[config.mk]
export PLATFORM = sky130hd
export DESIGN_NAME = confirmed_uplink_retry_adr
export DESIGN_NICKNAME = d
export VERILOG_FILES = /design/src/rtl/cura_pkg.sv /design/src/rtl/cura_step.sv /design/src/rtl/confirmed_uplink_retry_adr.sv
export SDC_FILE = /design/constraint.sdc
export NUM_CORES = 1
export LEC_CHECK = 0
export BUFFER_PORTS_ARGS = -buffer_cell sky130_fd_sc_hd__buf_2
export CAP_MARGIN = 5
export CORE_ASPECT_RATIO = 0.75
export CORE_UTILIZATION = 46
export CTS_CLUSTER_DIAMETER = 60
export DETAILED_ROUTE_END_ITERATION = 10
export GPL_TIMING_DRIVEN = 0
export PLACE_DENSITY = 0.68
export SYNTH_ARGS = -nofsm -noshare
export SYNTH_HDL_FRONTEND = slang
export SYNTH_HIERARCHICAL = 1
export SYNTH_SLANG_ARGS = --single-unit
[constraint.sdc]
create_clock -name clk -period 3.25 [get_ports clk]
set_clock_uncertainty 0.15 [all_clocks]
set_input_delay 0.4875 -clock clk [delete_from_list [all_inputs] [get_ports clk]]
set_output_delay 0.4875 -clock clk [all_outputs]
set_load 0.05 [all_outputs]
[src/rtl/cura_pkg.sv]
// Shared types, codes and helpers for the confirmed uplink retry / ADR block.
package cura_pkg;

  // Default parameter values
  localparam int SEQ_BITS_DEF = 16;
  localparam int MAX_SF_DEF   = 12;

  // Fixed field widths
  localparam int FRAME_SEQ_W = 16;
  localparam int VALUE_W     = 31;
  localparam int ADR_CNT_W   = 9;
  localparam int CFG_IDX_W   = 3;
  localparam int CFG_DATA_W  = 8;

  // Event kinds
  localparam logic [1:0] KIND_NEW     = 2'd0;
  localparam logic [1:0] KIND_TIMEOUT = 2'd1;
  localparam logic [1:0] KIND_CONFIG  = 2'd2;
  localparam logic [1:0] KIND_ACK     = 2'd3;

  // Register indexes
  localparam logic [CFG_IDX_W-1:0] REG_RETRY_LIMIT   = 3'd0;
  localparam logic [CFG_IDX_W-1:0] REG_ADAPT_ENABLE  = 3'd1;
  localparam logic [CFG_IDX_W-1:0] REG_REQ_LIMIT     = 3'd2;
  localparam logic [CFG_IDX_W-1:0] REG_BACKOFF_DELAY = 3'd3;
  localparam logic [CFG_IDX_W-1:0] REG_INITIAL_SF    = 3'd4;
  localparam logic [CFG_IDX_W-1:0] REG_INITIAL_TP    = 3'd5;

  // Register reset values
  localparam logic [3:0] RETRY_LIMIT_RST   = 4'd8;
  localparam logic       ADAPT_ENABLE_RST  = 1'b1;
  localparam logic [7:0] REQ_LIMIT_RST     = 8'd64;
  localparam logic [7:0] BACKOFF_DELAY_RST = 8'd32;
  localparam logic [3:0] INITIAL_SF_RST    = 4'd12;
  localparam logic [3:0] INITIAL_TP_RST    = 4'd14;

  // Radio limits
  localparam logic [3:0] SF_MIN    = 4'd7;
  localparam logic [3:0] TP_MIN    = 4'd2;
  localparam logic [3:0] TP_MAX    = 4'd14;
  localparam logic [3:0] RETRY_SAT = 4'd15;

  typedef struct packed {
    logic [3:0] retry_limit;
    logic       adapt_enable;
    logic [7:0] req_limit;
    logic [7:0] backoff_delay;
  } cfg_t;

  typedef struct packed {
    logic [VALUE_W-1:0]   last_value;
    logic [3:0]           retry_count;
    logic                 ack_pending;
    logic [ADR_CNT_W-1:0] adr_count;
    logic                 adr_req_flag;
    logic [3:0]           cur_sf;
    logic [3:0]           cur_tp;
  } state_t;

  typedef struct packed {
    logic                   frame_sent;
    logic                   is_retransmit;
    logic [FRAME_SEQ_W-1:0] frame_seq;
    logic [VALUE_W-1:0]     frame_value;
    logic [3:0]             frame_sf;
    logic [3:0]             frame_tp;
    logic                   adr_ack_req;
    logic                   gave_up;
    logic                   waiting_ack;
  } result_t;

  // Saturate a spreading factor to SF_MIN..hi
  function automatic logic [3:0] clamp_sf(input logic [3:0] v, input logic [3:0] hi);
    logic [3:0] r;
    r = v;
    if (v < SF_MIN) r = SF_MIN;
    else if (v > hi) r = hi;
    return r;
  endfunction

  // Saturate a power to TP_MIN..TP_MAX
  function automatic logic [3:0] clamp_tp(input logic [3:0] v);
    logic [3:0] r;
    r = v;
    if (v < TP_MIN) r = TP_MIN;
    else if (v > TP_MAX) r = TP_MAX;
    return r;
  endfunction

endpackage

[src/rtl/cura_step.sv]
// Event logic: next state and result item for one event.
module cura_step #(
  parameter int SEQ_BITS = cura_pkg::SEQ_BITS_DEF,
  parameter int MAX_SF   = cura_pkg::MAX_SF_DEF
) (
  input  cura_pkg::cfg_t          cfg,
  input  cura_pkg::state_t        state,
  input  logic [SEQ_BITS-1:0]     seq,
  input  logic [1:0]              kind,
  input  logic [30:0]             sample_value,
  input  logic signed [4:0]       cmd_sf,
  input  logic signed [4:0]       cmd_tp,
  output cura_pkg::state_t        state_next,
  output logic [SEQ_BITS-1:0]     seq_next,
  output cura_pkg::result_t       result
);
  import cura_pkg::*;

  localparam logic [3:0] MaxSf = 4'(MAX_SF);

  logic                  send;
  logic                  retx;
  logic                  gave_up;
  logic                  req;
  logic [SEQ_BITS-1:0]   frame_seq_raw;
  logic [3:0]            bumped;
  logic [ADR_CNT_W-1:0]  adr_cnt;
  logic [ADR_CNT_W-1:0]  adr_sum;

  assign adr_sum = {1'b0, cfg.req_limit} + {1'b0, cfg.backoff_delay};

  always_comb begin
    state_next    = state;
    seq_next      = seq;
    send          = 1'b0;
    retx          = 1'b0;
    gave_up       = 1'b0;
    req           = 1'b0;
    frame_seq_raw = seq;
    bumped        = state.retry_count;
    adr_cnt       = state.adr_count;

    // Decode the event
    unique case (kind)
      KIND_NEW: begin
        state_next.last_value  = sample_value;
        state_next.retry_count = 4'd0;
        state_next.ack_pending = 1'b1;
        send                   = 1'b1;
        seq_next               = seq + SEQ_BITS'(1);
      end
      KIND_TIMEOUT: begin
        if (state.ack_pending) begin
          if (state.retry_count != RETRY_SAT) bumped = state.retry_count + 4'd1;
          if (bumped < cfg.retry_limit) begin
            state_next.retry_count = bumped;
            send                   = 1'b1;
            retx                   = 1'b1;
            frame_seq_raw          = seq - SEQ_BITS'(1);
          end else begin
            gave_up                = 1'b1;
            state_next.ack_pending = 1'b0;
            state_next.retry_count = 4'd0;
          end
        end
      end
      KIND_CONFIG: begin
        if (cfg.adapt_enable) begin
          state_next.adr_count = '0;
          if (!cmd_tp[4]) state_next.cur_tp = clamp_tp(cmd_tp[3:0]);
          if (!cmd_sf[4]) state_next.cur_sf = clamp_sf(cmd_sf[3:0], MaxSf);
        end
      end
      default: begin
        state_next.ack_pending = 1'b0;
      end
    endcase

    // Count the frame toward the ADR limits
    if (send && cfg.adapt_enable) begin
      req                     = state.adr_req_flag;
      state_next.adr_req_flag = 1'b0;
      adr_cnt                 = state.adr_count + ADR_CNT_W'(1);
      if (adr_cnt == {1'b0, cfg.req_limit}) state_next.adr_req_flag = 1'b1;
      if (adr_cnt >= adr_sum) begin
        adr_cnt = '0;
        if (state.cur_sf < MaxSf) state_next.cur_sf = state.cur_sf + 4'd1;
      end
      state_next.adr_count = adr_cnt;
    end

    // Build the result item; frame fields stay zero without a frame
    result.frame_sent    = send;
    result.is_retransmit = retx;
    result.frame_seq     = send ? FRAME_SEQ_W'(frame_seq_raw) : '0;
    result.frame_value   = send ? state_next.last_value : '0;
    result.frame_sf      = send ? state.cur_sf : 4'd0;
    result.frame_tp      = send ? state.cur_tp : 4'd0;
    result.adr_ack_req   = req;
    result.gave_up       = gave_up;
    result.waiting_ack   = state_next.ack_pending;
  end

endmodule

[src/rtl/confirmed_uplink_retry_adr.sv]
// Top level: confirmed uplink retry and ADR backoff with registered in and out.
//
// Takes one event item per clock while the output is not stalled and returns exactly
// one result item for each, through the input register and then the result register.
// The event logic sits between those two registers and updates the
// node state in the same cycle that the result is registered, so back-to-back
// events see the state left by the one before. A full result register with a
// stalled output holds the input register; in_ready stays high while either
// has room.
// Configuration writes are taken at once (cfg_ready is always high); writing
// initial_sf or initial_tp also reloads the current spreading factor or power.
// Write configuration only while no event is in flight.
module confirmed_uplink_retry_adr #(
  parameter int SEQ_BITS = cura_pkg::SEQ_BITS_DEF,
  parameter int MAX_SF   = cura_pkg::MAX_SF_DEF
) (
  input  logic                                 clk,
  input  logic                                 rst,
  // Configuration write
  input  logic                                 cfg_valid,
  output logic                                 cfg_ready,
  input  logic [cura_pkg::CFG_IDX_W-1:0]       cfg_index,
  input  logic [cura_pkg::CFG_DATA_W-1:0]      cfg_data,
  // Event input
  input  logic                                 in_valid,
  output logic                                 in_ready,
  input  logic [1:0]                           kind,
  input  logic [30:0]                          sample_value,
  input  logic signed [4:0]                    cmd_sf,
  input  logic signed [4:0]                    cmd_tp,
  // Result output
  output logic                                 out_valid,
  input  logic                                 out_ready,
  output logic                                 frame_sent,
  output logic                                 is_retransmit,
  output logic [15:0]                          frame_seq,
  output logic [30:0]                          frame_value,
  output logic [3:0]                           frame_sf,
  output logic [3:0]                           frame_tp,
  output logic                                 adr_ack_req,
  output logic                                 gave_up,
  output logic                                 waiting_ack
);
  import cura_pkg::*;

  localparam logic [3:0] MaxSf = 4'(MAX_SF);

  cfg_t                cfg;
  state_t              state;
  state_t              state_next;
  logic [SEQ_BITS-1:0] seq;
  logic [SEQ_BITS-1:0] seq_next;
  result_t             result_next;
  result_t             result;

  logic                inq_valid;
  logic [1:0]          inq_kind;
  logic [30:0]         inq_sample;
  logic signed [4:0]   inq_cmd_sf;
  logic signed [4:0]   inq_cmd_tp;

  logic                advance;
  logic                fire;
  logic                cfg_we;

  assign cfg_ready = 1'b1;
  assign cfg_we    = cfg_valid & cfg_ready;

  // Pipeline control
  assign advance  = ~out_valid | out_ready;
  assign fire     = inq_valid & advance;
  assign in_ready = ~inq_valid | advance;

  // Input register
  always_ff @(posedge clk) begin
    if (rst) begin
      inq_valid <= 1'b0;
    end else if (in_ready) begin
      inq_valid <= in_valid;
    end
    if (in_valid && in_ready) begin
      inq_kind   <= kind;
      inq_sample <= sample_value;
      inq_cmd_sf <= cmd_sf;
      inq_cmd_tp <= cmd_tp;
    end
  end

  cura_step #(
    .SEQ_BITS (SEQ_BITS),
    .MAX_SF   (MAX_SF)
  ) u_step (
    .cfg          (cfg),
    .state        (state),
    .seq          (seq),
    .kind         (inq_kind),
    .sample_value (inq_sample),
    .cmd_sf       (inq_cmd_sf),
    .cmd_tp       (inq_cmd_tp),
    .state_next   (state_next),
    .seq_next     (seq_next),
    .result       (result_next)
  );

  // Configuration registers
  always_ff @(posedge clk) begin
    if (rst) begin
      cfg.retry_limit   <= RETRY_LIMIT_RST;
      cfg.adapt_enable  <= ADAPT_ENABLE_RST;
      cfg.req_limit     <= REQ_LIMIT_RST;
      cfg.backoff_delay <= BACKOFF_DELAY_RST;
    end else if (cfg_we) begin
      unique case (cfg_index)
        REG_RETRY_LIMIT:   cfg.retry_limit   <= cfg_data[3:0];
        REG_ADAPT_ENABLE:  cfg.adapt_enable  <= cfg_data[0];
        REG_REQ_LIMIT:     cfg.req_limit     <= cfg_data;
        REG_BACKOFF_DELAY: cfg.backoff_delay <= cfg_data;
        default: ;
      endcase
    end
  end

  // Node state: initial SF/TP writes reload the current values
  always_ff @(posedge clk) begin
    if (rst) begin
      state.last_value   <= '0;
      state.retry_count  <= 4'd0;
      state.ack_pending  <= 1'b0;
      state.adr_count    <= '0;
      state.adr_req_flag <= 1'b0;
      state.cur_sf       <= clamp_sf(INITIAL_SF_RST, MaxSf);
      state.cur_tp       <= clamp_tp(INITIAL_TP_RST);
      seq                <= '0;
    end else if (cfg_we && cfg_index == REG_INITIAL_SF) begin
      state.cur_sf <= clamp_sf(cfg_data[3:0], MaxSf);
    end else if (cfg_we && cfg_index == REG_INITIAL_TP) begin
      state.cur_tp <= clamp_tp(cfg_data[3:0]);
    end else if (fire) begin
      state <= state_next;
      seq   <= seq_next;
    end
  end

  // Result register
  always_ff @(posedge clk) begin
    if (rst) begin
      out_valid <= 1'b0;
    end else if (advance) begin
      out_valid <= inq_valid;
    end
    if (fire) begin
      result <= result_next;
    end
  end

  assign frame_sent    = result.frame_sent;
  assign is_retransmit = result.is_retransmit;
  assign frame_seq     = result.frame_seq;
  assign frame_value   = result.frame_value;
  assign frame_sf      = result.frame_sf;
  assign frame_tp      = result.frame_tp;
  assign adr_ack_req   = result.adr_ack_req;
  assign gave_up       = result.gave_up;
  assign waiting_ack   = result.waiting_ack;

endmodule

==> impl_metrics.py, run 1 <==
metrics = {
    "cells_and_area": {
        "finalNetCount": 1166,
        "area_delta_synth_final_pct": 19.3,
        "final_cell_mix": "nand2_1 (188), buf_2 (132), edfxtp_1 (103)",
        "diodes": 0,
        "final_common_cell": "nand2_1",
        "final_util_pct": 56.7,
        "stdcell_count": 1347,
        "drive_above_1_share_pct": 24.8,
    },
    "pwr": {
        "cellLeakagePower_nw": 4.37,
        "p_int_mw": 4.08,
        "combPwrFrac_pct": 9.6,
        "ir_drop_mv": 0.295,
        "switching_share_pct": 24.5,
        "clock_power_share_pct": 39.9,
        "p_total_mw": 5.41,
        "p_sw_mw": 1.32,
        "powerDensity_nw_per_um2": 487,
        "seqPwrFrac_pct": 50.5,
    },
    "floorplan": {
        "row_count": 44,
        "io_pins": 122,
        "die-area_um2": 20800,
        "start_util_pct": 47.6,
        "die_h_um": 125,
        "die_w_um": 166,
        "core-area_um2": 19500,
    },
    "timing": {
        "slew_headroom_pct": 43.2,
        "worst_pin_slew_ns": 0.852,
        "fmaxAchievable_mhz": 282,
        "rsz0062_at_grt": "yes",
        "setup_viol": 13,
        "hold_viol_final": 0,
        "timing.final.crit_share_pct": 109,
        "setup_slack_ns": -0.297,
        "layout_min_cycle_time_ns": 3.55,
        "drv_slew": 0,
    },
    "worst_setup_path": {
        "reg2reg_depth": 18,
        "regToRegStartpoint": "cfg[0]$_SDFFE_PP0P_",
        "critical_path_class": "reg -> reg",
        "cp.arrival_ns": 3.72,
        "worstReg2RegEnd": "state[6]$_SDFFE_PP1P_",
        "startpoint_type": "flip-flop",
        "ff2ff_setup_slack_ns": -0.30,
        "critPathLaunch": "cfg[0]$_SDFFE_PP0P_",
        "cp_max_fo": 4,
        "worstSetupEndpointType": "flip-flop",
        "required_ns": 3.42,
    },
    "worst_hold_path": {
        "min_delay_path_depth": 1,
        "hold_end": "inq_cmd_tp[3]$_DFFE_PP_",
        "min_path_type": "in -> reg",
        "hold_start": "cmd_tp[3]",
    },
    "logic_synthesis": {
        "ys_ff_latch": 196,
        "synth_top_area_cell": "edfxtp_1",
        "ys_top_cells_by_area": "edfxtp_1 (33%), dfxtp_1 (20%), nand2_1 (7.7%)",
        "synthesis.nets": 1015,
        "synth_edf_count": 103,
        "seq_area_frac_synth_pct": 53.3,
        "ys_types": 69,
        "async_flop_share_pct": 0,
        "syn_avg_cell_area_um2": 9.99,
        "syn_area_um2": 9290,
        "syn_inst": 930,
        "synth_flop_cell": "edfxtp_1",
        "synth_top_area_share_pct": 33.3,
        "yosys_warnings": 6,
    },
    "routing": {
        "first_pass_iters": 8,
        "vias": 7078,
        "routedWlPerCell_um": 15.7,
        "dr.first_iter.drc_count": 422,
        "vias_per_cell": 5.25,
        "drc": 9,
        "postRouteAntennaNets": 0,
        "wirelength_mm": 21.2,
    },
    "grt": {
        "grtUsageTotal_pct": 20.8,
        "grt_pass1_vias": 6499,
        "grt_max_degree": 61,
        "grt_first_pass_wirelength_mm": 34.2,
        "grt_overflow": 0,
        "antenna_found_initial": 0,
    },
    "cts": {
        "cts-root-buf": "clkbuf_16",
        "h-tree-depth": 4,
        "tritoncts": "done",
        "clock_path_buffers": 2,
        "clk_latency_ns": 0.43,
        "clkSinkCount": 196,
        "cts_hold_buffers": 0,
        "cts.clk_slew.worst_paths_ns": 0.07,
        "cts_made_buffers": 17,
    },
    "placement": {
        "dp_slack_ns": -0.330,
        "placedCellCount": 1303,
        "io_buffers": 119,
        "place.gp.congestion": 0.832,
        "hpwl_mm": 14.9,
    },
    "run_status": {
        "status": "complete, but fails checks",
        "violations": "design-rule violations, negative setup slack",
    },
    "job": {
        "max-cap-violations": 0,
    },
}
[final cells by class]
cell class                 instances  area (um^2)
clock inverter                    10          148
fill                            1756         8450
multi-input combinational        654         4130
timing repair buffer             132          713
inverter                          25         93.8
buffer                            55          278
sequential                       196         4960
clock buffer                      22          444
tap                              253          317
[power groups by stage]
stage | clock network, mW | registers (mW) | logic [mW]
floorplan | 0 | 2.88 | 0.241
global placement | 0 | 2.79 | 0.491
detailed placement | 0 | 2.79 | 0.500
CTS | 2.19 | 2.73 | 0.510
global route | 2.28 | 2.74 | 0.561
finish | 2.16 | 2.73 | 0.519
[how the worst max path moves through the flow]
stage                                     endpoint  slack [ns]  cells after the start
after floorplan              state[5]$_SDFFE_PP0P_       0.004                     18
after global placement     frame_seq[11]$_DFFE_PP_       -0.38                      3
after detailed placement  frame_value[1]$_DFFE_PP_       -0.33                     13
after CTS                    state[6]$_SDFFE_PP1P_       -0.27                     19
after global routing         state[6]$_SDFFE_PP1P_       -0.48                     18
final                        state[6]$_SDFFE_PP1P_       -0.30                     18
[kinds of logic after synthesis]
logic type      after synthesis  synth area share [%]
fa+ha+maj                    27                  3.69
other cells                   1                0.0403
compound gates              166                  10.8
mux                          41                  5.01
simple gates                371                  18.9
flops                       196                  53.3
buf+inv                      80                  3.72
xor+xnor                     48                  4.52
[metrics by stage]
step | area (um^2) | TNS, ns | hold slack, ns
finish | 11100 | -1.90 | 0.0749
global route | 11100 | -4.60 | 0.0583
CTS | 11000 | -0.556 | 0.0604
detailed placement | 10300 | -11.19 | 0.295
global placement | 10300 | -32.28 | 0.288
floorplan | 9350 | 0 | 0.283
[worst max-delay path, cell delays in order, from the launching register on]
cell	delay (ns)
dfxtp_2	0.36
ha_4	0.13
inv_2	0.03
fa_2	0.35
nor2b_1	0.12
o21ai_1	0.06
nand2b_1	0.10
a21o_1	0.12
a21o_1	0.15
a31oi_2	0.09
ha_1	0.34
nand2_2	0.07
or3_4	0.39
a21oi_4	0.22
and4b_1	0.25
a311oi_2	0.05
nor2_1	0.14
a311oi_2	0.06
a211o_1	0.26
[synth_stat cells, types with 3 or more instances]
cell type  instances
nor3_1            10
a31oi_1            3
mux2i_1            6
o211ai_1           4
o21ai_0           21
nand2_1          190
edfxtp_1         103
clkbuf_1          32
nand3b_1           4
a22o_1             4
and2_1            43
nor2_1            48
dfxtp_1           93
nand3_1           14
buf_2             14
or3_1              3
a21oi_1           94
inv_1             25
and3_1            12
a21o_1             8
nand4_1            6
nand2b_1           7
mux2_2            34
xor2_1            21
a211o_1            5
nor2b_1            5
ha_1              25
xnor2_1           27
buf_4              7
nor4_1             7
[flip-flops by register name, indices dropped and copies added (netlist names)]
signal	cells
adr_ack_req	1
cfg	21
frame_sent	1
frame_seq	16
frame_sf	4
frame_tp	4
frame_value	31
gave_up	1
inq_cmd_sf	5
inq_cmd_tp	5
inq_kind	2
inq_sample	31
inq_valid	1
is_retransmit	1
out_valid	1
seq	16
state	54
waiting_ack	1
[timing repair]
| action | CTS | global route |
|---|---|---|
| buffers inserted | 6 | 6 |
| pin swaps | 9 | 12 |
| endpoints found under the setup margin | 56 | 67 |
| gates cloned | 0 | 0 |
| resized for setup | 15 | 37 |
[metal layers]
metal	vias to the layer above	global-route usage [%]	part of all wire [%]
li1	3539	-	-
met1	3331	31.3	52
met2	189	30.7	42
met3	19	3.39	5.2
met4	0	5.83	1.2
met5	-	0	0
Power figures use the tool's default switching activity.
==> inputs of run 2 (changes only) <==
--- a/config.mk
+++ b/config.mk
@@ -8,11 +8,11 @@
 export BUFFER_PORTS_ARGS = -buffer_cell sky130_fd_sc_hd__buf_2
 export CAP_MARGIN = 5
 export CORE_ASPECT_RATIO = 0.75
-export CORE_UTILIZATION = 46
+export CORE_UTILIZATION = 38
+export CTS_BUF_LIST = sky130_fd_sc_hd__clkbuf_16
 export CTS_CLUSTER_DIAMETER = 60
 export DETAILED_ROUTE_END_ITERATION = 10
 export GPL_TIMING_DRIVEN = 0
-export PLACE_DENSITY = 0.68
 export SYNTH_ARGS = -nofsm -noshare
 export SYNTH_HDL_FRONTEND = slang
 export SYNTH_HIERARCHICAL = 1
==> run 2 against run 1 <==
The flow finishes with violations (negative setup slack). Largest cell class unchanged. Highest routed layer unchanged. Critical endpoint unchanged. Sequential share of layout area is 0.70 points lower. Hold slack worse by 0.011 ns. Non-clock buffer count is 2 higher. Via count is 0.11% lower. Fmax is 0.72% higher. Routed wire length is 4.9% higher. Critical path type unchanged. Worst setup slack better by 0.025 ns. Combinational power is 2% higher.
==> impl_metrics.py, run 2 (synthesis results as in run 1) <==
metrics = {
    "run_status": {
        "status": "complete, but fails checks",
        "violations": "negative setup slack",
    },
    "timing": {
        "slew_headroom_pct": 39.1,
        "worst_pin_slew_ns": 0.906,
        "rsz0062_at_grt": "yes",
        "fmaxAchievable_mhz": 284,
        "hold_viol_final": 0,
        "setup_slack_ns": -0.272,
        "drv_slew": 0,
        "setup_viol": 13,
        "timing.final.crit_share_pct": 108,
        "layout_min_cycle_time_ns": 3.52,
    },
    "cells_and_area": {
        "stdcell_count": 1427,
        "finalNetCount": 1168,
        "final_cell_mix": "nand2_1 (188), buf_2 (132), edfxtp_1 (103)",
        "largest_register_ffs": 54,
        "diodes": 0,
        "final_common_cell": "nand2_1",
        "area_delta_synth_final_pct": 21.3,
        "drive_above_1_share_pct": 25.4,
        "fillerInstances": 2236,
        "top_register": "state",
    },
    "worst_setup_path": {
        "cpMaxStageDelayCell": "or3_4",
        "required_ns": 3.48,
        "crit_buf_inv": 1,
        "cp.arrival_ns": 3.76,
        "critical-path-top-delay-family": "compound AO/OA/AOI/OAI gates",
        "path_cells": "ha_4 > inv_2 > fa_2 > nor2b_1 > o21ai_1 > nand2b_1 > a21o_1 > a21o_1 > a31oi_4 > ha_4 > nand2_4 > or3_4 > a21oi_4 > a211oi_1 > a311oi_1 > nor2_1 > a311oi_1 > a211o_1",
        "worstReg2RegEnd": "state[6]$_SDFFE_PP1P_",
        "worstSetupEndpointType": "flip-flop",
        "reg2reg_depth": 18,
        "ff2ff_setup_slack_ns": -0.27,
        "startpoint_type": "flip-flop",
        "critical_path_class": "reg -> reg",
        "crit_path_max_incr_delay_ns": 0.40,
        "regToRegStartpoint": "cfg[8]$_SDFFE_PP0P_",
        "cp_max_fo": 4,
    },
    "routing": {
        "vias_per_cell": 4.95,
        "routedWlPerCell_um": 15.6,
        "first_pass_iters": 5,
        "vias": 7070,
        "wirelength_mm": 22.2,
        "postRouteAntennaNets": 0,
        "drc": 0,
        "dr.first_iter.drc_count": 513,
    },
    "cts": {
        "cts_made_buffers": 17,
        "h-tree-depth": 4,
        "clk_latency_ns": 0.44,
        "cts-root-buf": "clkbuf_16",
        "clkSinkCount": 196,
        "cts.clk_slew.worst_paths_ns": 0.08,
        "clock_path_buffers": 2,
        "tritoncts": "done",
    },
    "placement": {
        "io_buffers": 119,
        "place.gp.congestion": 0.833,
        "placedCellCount": 1381,
        "hpwl_mm": 15.4,
    },
    "floorplan": {
        "core-area_um2": 24000,
        "row_count": 49,
        "io_pins": 122,
        "die-area_um2": 25100,
        "die_h_um": 137,
        "die_w_um": 183,
        "start_util_pct": 38.8,
    },
    "grt": {
        "grtUsageTotal_pct": 17.9,
        "antenna_found_initial": 0,
        "grt_pass1_vias": 6304,
        "grt_first_pass_wirelength_mm": 34.2,
        "grt_overflow": 0,
        "grt_max_degree": 61,
    },
    "worst_hold_path": {
        "hold_end": "inq_sample[8]$_DFFE_PP_",
        "hold_start": "sample_value[8]",
        "min_delay_path_depth": 1,
        "min_path_type": "in -> reg",
    },
    "pwr": {
        "p_total_mw": 5.33,
        "cellLeakagePower_nw": 4.40,
        "powerDensity_nw_per_um2": 473,
        "ir_drop_mv": 0.377,
    },
    "job": {
        "max-cap-violations": 0,
    },
}
## run 2: power by group
group          internal, mW  total (mW)  switching, mW
sequential             2.69        2.73         0.0380
combinational         0.168       0.528          0.360
clock                  1.13        2.07          0.943
total                  3.99        5.33           1.34
## run 2: how the worst max path moves through the flow
stage          slack, ns                        to  cells after the start                   start
2_1_floorplan      0.004     state[5]$_SDFFE_PP0P_                     18     cfg[8]$_SDFFE_PP0P_
3_3_place_gp       -0.51   frame_seq[11]$_DFFE_PP_                      3               out_ready
3_5_place_dp       -0.40  frame_value[3]$_DFFE_PP_                     13  state[19]$_SDFFE_PP0P_
4_1_cts            -0.17     state[6]$_SDFFE_PP1P_                     18     cfg[8]$_SDFFE_PP0P_
5_1_grt            -0.46     state[5]$_SDFFE_PP0P_                     19     cfg[8]$_SDFFE_PP0P_
6_report           -0.27     state[6]$_SDFFE_PP1P_                     18     cfg[8]$_SDFFE_PP0P_
## run 2: repair_timing
item                                    4_1_cts  5_1_grt
endpoints found under the hold margin         0        0
buffers inserted                              9        6
gates resized for setup                      23       41
endpoints found under the setup margin       62       68
hold buffers                                  0        0
pin swaps                                    15       10
cloned                                        0        0
## run 2: per-layer routing
metal  vias up  routed length (um)  share of wire, %  GRT usage [%]
li1       3533                   -                 -              -
met5         -                   0                 0              0
met4         0                 113              0.51           4.20
met1      3345               11500                52           26.9
met3         5                1220               5.5           3.78
met2       187                9390                42           26.1
## run 2: area by class of cell
type	count	area, um^2	area share (%)
Sequential cell	196	4970	44.1
Tap cell	331	414	3.67
Clock buffer	17	425	3.77
Clock inverter	15	139	1.23
Buffer	55	285	2.53
Timing Repair Buffer	134	728	6.46
Multi-Input combinational cell	654	4220	37.4
Inverter	25	98.8	0.877
## run 2: metrics by stage
stage	instance area, um^2	setup slack [ns]	util (%)	setup TNS [ns]	hold WS [ns]
after global routing	11300	-0.462	47.0	-5.06	0.0449
after CTS	11100	-0.170	46.2	-0.651	0.0511
after detailed placement	10400	-0.395	43.3	-15.67	0.295
after floorplan	9350	0.00433	-	0	0.283
after global placement	10400	-0.512	43.2	-43.25	0.289
final	11300	-0.272	47.0	-2.30	0.0642
==> inputs of run 3 (changes only) <==
--- a/config.mk
+++ b/config.mk
@@ -8,12 +8,12 @@
 export BUFFER_PORTS_ARGS = -buffer_cell sky130_fd_sc_hd__buf_2
 export CAP_MARGIN = 5
 export CORE_ASPECT_RATIO = 0.75
-export CORE_UTILIZATION = 38
+export CORE_UTILIZATION = 52
 export CTS_BUF_LIST = sky130_fd_sc_hd__clkbuf_16
 export CTS_CLUSTER_DIAMETER = 60
 export DETAILED_ROUTE_END_ITERATION = 10
 export GPL_TIMING_DRIVEN = 0
+export PLACE_DENSITY = 0.76
 export SYNTH_ARGS = -nofsm -noshare
 export SYNTH_HDL_FRONTEND = slang
-export SYNTH_HIERARCHICAL = 1
 export SYNTH_SLANG_ARGS = --single-unit
==> run 3 against run 2 <==
The flow still finishes with violations (negative setup slack). First-iteration DRC count decreased by 8.0%. Critical path depth down 1. Synthesized cell count decreased by 10%. Register-to-register slack improved by 0.12 ns. Clock power decreased by 5%. Sequential cell count did not move. Routed wire length decreased by 7.8%. Cell area is 5.9% lower. Worst setup slack better by 0.12 ns. Area after synthesis down 4.5%. Sequential share of layout area grew 2.8 points.
==> impl_metrics.py, run 3 <==
metrics = {
    "timing": {
        "setup_viol": 9,
        "layout_min_cycle_time_ns": 3.40,
        "setup_slack_ns": -0.153,
        "slew_headroom_pct": 42.5,
        "finalSetupTns_ns": -0.935,
        "rsz0062_at_grt": "yes",
        "fmaxAchievable_mhz": 294,
        "drv_slew": 0,
        "hold_viol_final": 0,
        "worst_pin_slew_ns": 0.860,
        "timing.final.crit_share_pct": 105,
    },
    "pwr": {
        "p_sw_mw": 1.34,
        "cellLeakagePower_nw": 4.15,
        "switching_share_pct": 25.9,
        "powerDensity_nw_per_um2": 489,
        "p_total_mw": 5.19,
        "clock_power_share_pct": 37.9,
        "seqPwrFrac_pct": 52.9,
        "ir_drop_mv": 0.349,
        "combPwrFrac_pct": 9.2,
        "p_int_mw": 3.85,
    },
    "routing": {
        "vias": 6826,
        "postRouteAntennaNets": 0,
        "vias_per_cell": 5.64,
        "routedWlPerCell_um": 16.9,
        "first_pass_iters": 5,
        "dr.first_iter.drc_count": 472,
        "drc": 0,
        "wirelength_mm": 20.5,
    },
    "logic_synthesis": {
        "yosys_warnings": 0,
        "synthesis.nets": 920,
        "synth_top_area_cell": "edfxtp_1",
        "ys_top_cells_by_area": "edfxtp_1 (35%), dfxtp_1 (21%), nand2_1 (5.2%)",
        "async_flop_share_pct": 0,
        "yosysMostFrequentCell": "nand2_1",
        "synth_edf_count": 103,
        "synth_top_area_share_pct": 34.8,
        "ys_ff_latch": 196,
        "synthTopCellsByCount": "nand2_1 (122), edfxtp_1 (103), dfxtp_1 (93)",
        "syn_area_um2": 8880,
        "synth_flop_cell": "edfxtp_1",
        "seq_area_frac_synth_pct": 55.8,
        "ys_types": 81,
        "syn_inst": 835,
        "syn_avg_cell_area_um2": 10.6,
    },
    "worst_setup_path": {
        "path_common_cell": "a21o_1",
        "regToRegStartpoint": "cfg[8]$_SDFFE_PP0P_",
        "critical_path_class": "reg -> reg",
        "crit_path_max_incr_delay_ns": 0.36,
        "cp_max_fo": 8,
        "reg2reg_depth": 17,
        "worstReg2RegEnd": "state[15]$_SDFFE_PP0P_",
        "worstSetupEndpointType": "flip-flop",
        "cp.arrival_ns": 3.57,
        "required_ns": 3.42,
        "startpoint_type": "flip-flop",
        "path_cells": "ha_4 > inv_2 > fa_2 > nor2b_1 > o21ai_1 > nand2b_1 > a21o_1 > a21o_1 > xnor2_1 > ha_1 > nand4_1 > o311ai_4 > buf_6 > a2111oi_4 > buf_4 > and3_1 > a221o_1",
        "cpMaxStageDelayCell": "dfxtp_2",
        "ff2ff_setup_slack_ns": -0.15,
    },
    "cells_and_area": {
        "final_common_cell": "buf_2",
        "finalNetCount": 1073,
        "fillerInstances": 1259,
        "final_cell_mix": "buf_2 (126), nand2_1 (122), edfxtp_1 (103)",
        "drive_above_1_share_pct": 23.1,
        "top_register": "state",
        "diodes": 0,
        "area_delta_synth_final_pct": 19.4,
        "final_cell_area_um2": 10600,
        "largest_register_ffs": 54,
    },
    "placement": {
        "place.gp.congestion": 0.857,
        "hpwl_mm": 14.1,
        "place_area_um2": 9810,
        "io_buffers": 119,
    },
    "grt": {
        "grt_max_degree": 37,
        "grt_overflow": 0,
        "grtUsageTotal_pct": 23.7,
        "grt_pass1_vias": 6362,
        "grt_first_pass_wirelength_mm": 32.1,
        "antenna_found_initial": 1,
    },
    "job": {
        "max-cap-violations": 0,
    },
    "run_status": {
        "status": "complete, but fails checks",
        "violations": "negative setup slack",
    },
    "floorplan": {
        "die_w_um": 153,
        "row_count": 40,
        "die-area_um2": 17600,
        "core-area_um2": 16400,
        "die_h_um": 115,
        "start_util_pct": 54.3,
        "io_pins": 122,
    },
    "cts": {
        "cts.clk_slew.worst_paths_ns": 0.08,
        "clock_path_buffers": 2,
        "clk_latency_ns": 0.43,
        "h-tree-depth": 4,
        "cts_made_buffers": 17,
        "clkSinkCount": 196,
        "cts-root-buf": "clkbuf_16",
        "tritoncts": "done",
    },
    "worst_hold_path": {
        "min_delay_path_depth": 1,
        "min_path_type": "in -> reg",
        "hold_start": "cmd_sf[2]",
        "hold_end": "inq_cmd_sf[2]$_DFFE_PP_",
    },
}
run 3: cell types whose count changed in the layout (fill, tap and decap cells not counted), moves of 10 or more:
cell,change
nor2_1,+25
a21oi_1,-26
o21ai_0,+13
mux2_2,-33
xnor2_1,-10
nand2_1,-66
and2_1,-28
a22o_1,+27
run 3: layout make-up:
type                       instances  area, um^2  area share [%]
buffer                            41         209            1.97
tap                              210         263            2.48
clock buffer                      17         425            4.01
sequential                       196        4970            46.8
multi-input combinational        579        3800            35.8
inverter                          19        73.8           0.696
clock inverter                    15         124            1.17
timing repair buffer             134         742            7.00
run 3: power by group through the flow:
stage / sequential (mW) / combinational (mW) / clock [mW]
6_report: 2.74 / 0.479 / 1.97
5_1_grt: 2.75 / 0.512 / 2.09
4_1_cts: 2.74 / 0.469 / 2.00
3_5_place_dp: 2.80 / 0.461 / 0
3_3_place_gp: 2.80 / 0.446 / 0
2_1_floorplan: 2.90 / 0.201 / 0
run 3: worst max-delay path, delay by kind of cell, from the launching register on:
| family | cells | cell delay (ns) |
|---|---|---|
| AOI/OAI and AO/OA | 6 | 1.00 |
| DFF | 1 | 0.36 |
| adders and majority gates | 3 | 0.77 |
| buffers and inverters | 3 | 0.37 |
| and+or+nand+nor | 4 | 0.54 |
| xor gates and xnor gates | 1 | 0.09 |
run 3: cells by family (layout without fill, tap and decap cells):
group,after synthesis,in the layout,synth area share [%]
flops,196,196,55.8
xor+xnor,33,33,3.25
fa+ha+maj,26,26,3.75
other cells,1,1,0.0422
simple gates,315,315,17.8
mux,17,17,2.14
buf+inv,60,226,3.03
compound gates,187,187,14.1
run 3: worst max-delay path by stage:
stage / start / endpoint / slack (ns) / cells past startpoint
6_report: cfg[8]$_SDFFE_PP0P_ / state[15]$_SDFFE_PP0P_ / -0.15 / 17
5_1_grt: cfg[8]$_SDFFE_PP0P_ / state[14]$_SDFFE_PP0P_ / -0.30 / 17
4_1_cts: cfg[1]$_SDFFE_PP0P_ / state[15]$_SDFFE_PP0P_ / -0.13 / 12
3_5_place_dp: cfg[1]$_SDFFE_PP0P_ / state[14]$_SDFFE_PP0P_ / -0.33 / 12
3_3_place_gp: out_ready / state[14]$_SDFFE_PP0P_ / -0.82 / 7
2_1_floorplan: cfg[8]$_SDFFE_PP0P_ / state[4]$_SDFFE_PP0P_ / 0.004 / 15
run 3: metal layers:
metal  part of all wire, %  GRT usage [%]
met1                    47           32.9
met2                    44           36.4
met3                   7.4           6.33
met4                   1.3           7.27
met5                 0.064              0
run 3: stage by stage:
step	hold slack, ns	instances	setup slack (ns)	util [%]
floorplan	0.277	835	0.00429	-
CTS	0.0598	1202	-0.130	63.8
detailed placement	0.297	1166	-0.329	60.0
global placement	0.291	1164	-0.823	59.7
finish	0.0730	1211	-0.153	64.8
global route	0.0544	1211	-0.295	64.8
run 3: what timing repair did:
| action | 4_1_cts | 5_1_grt |
|---|---|---|
| gates cloned | 0 | 1 |
| hold buffers | 0 | 0 |
| setup buffers | 6 | 9 |
| pin swaps | 5 | 14 |
| endpoints found under the setup margin | 47 | 42 |
| resized for setup | 17 | 23 |
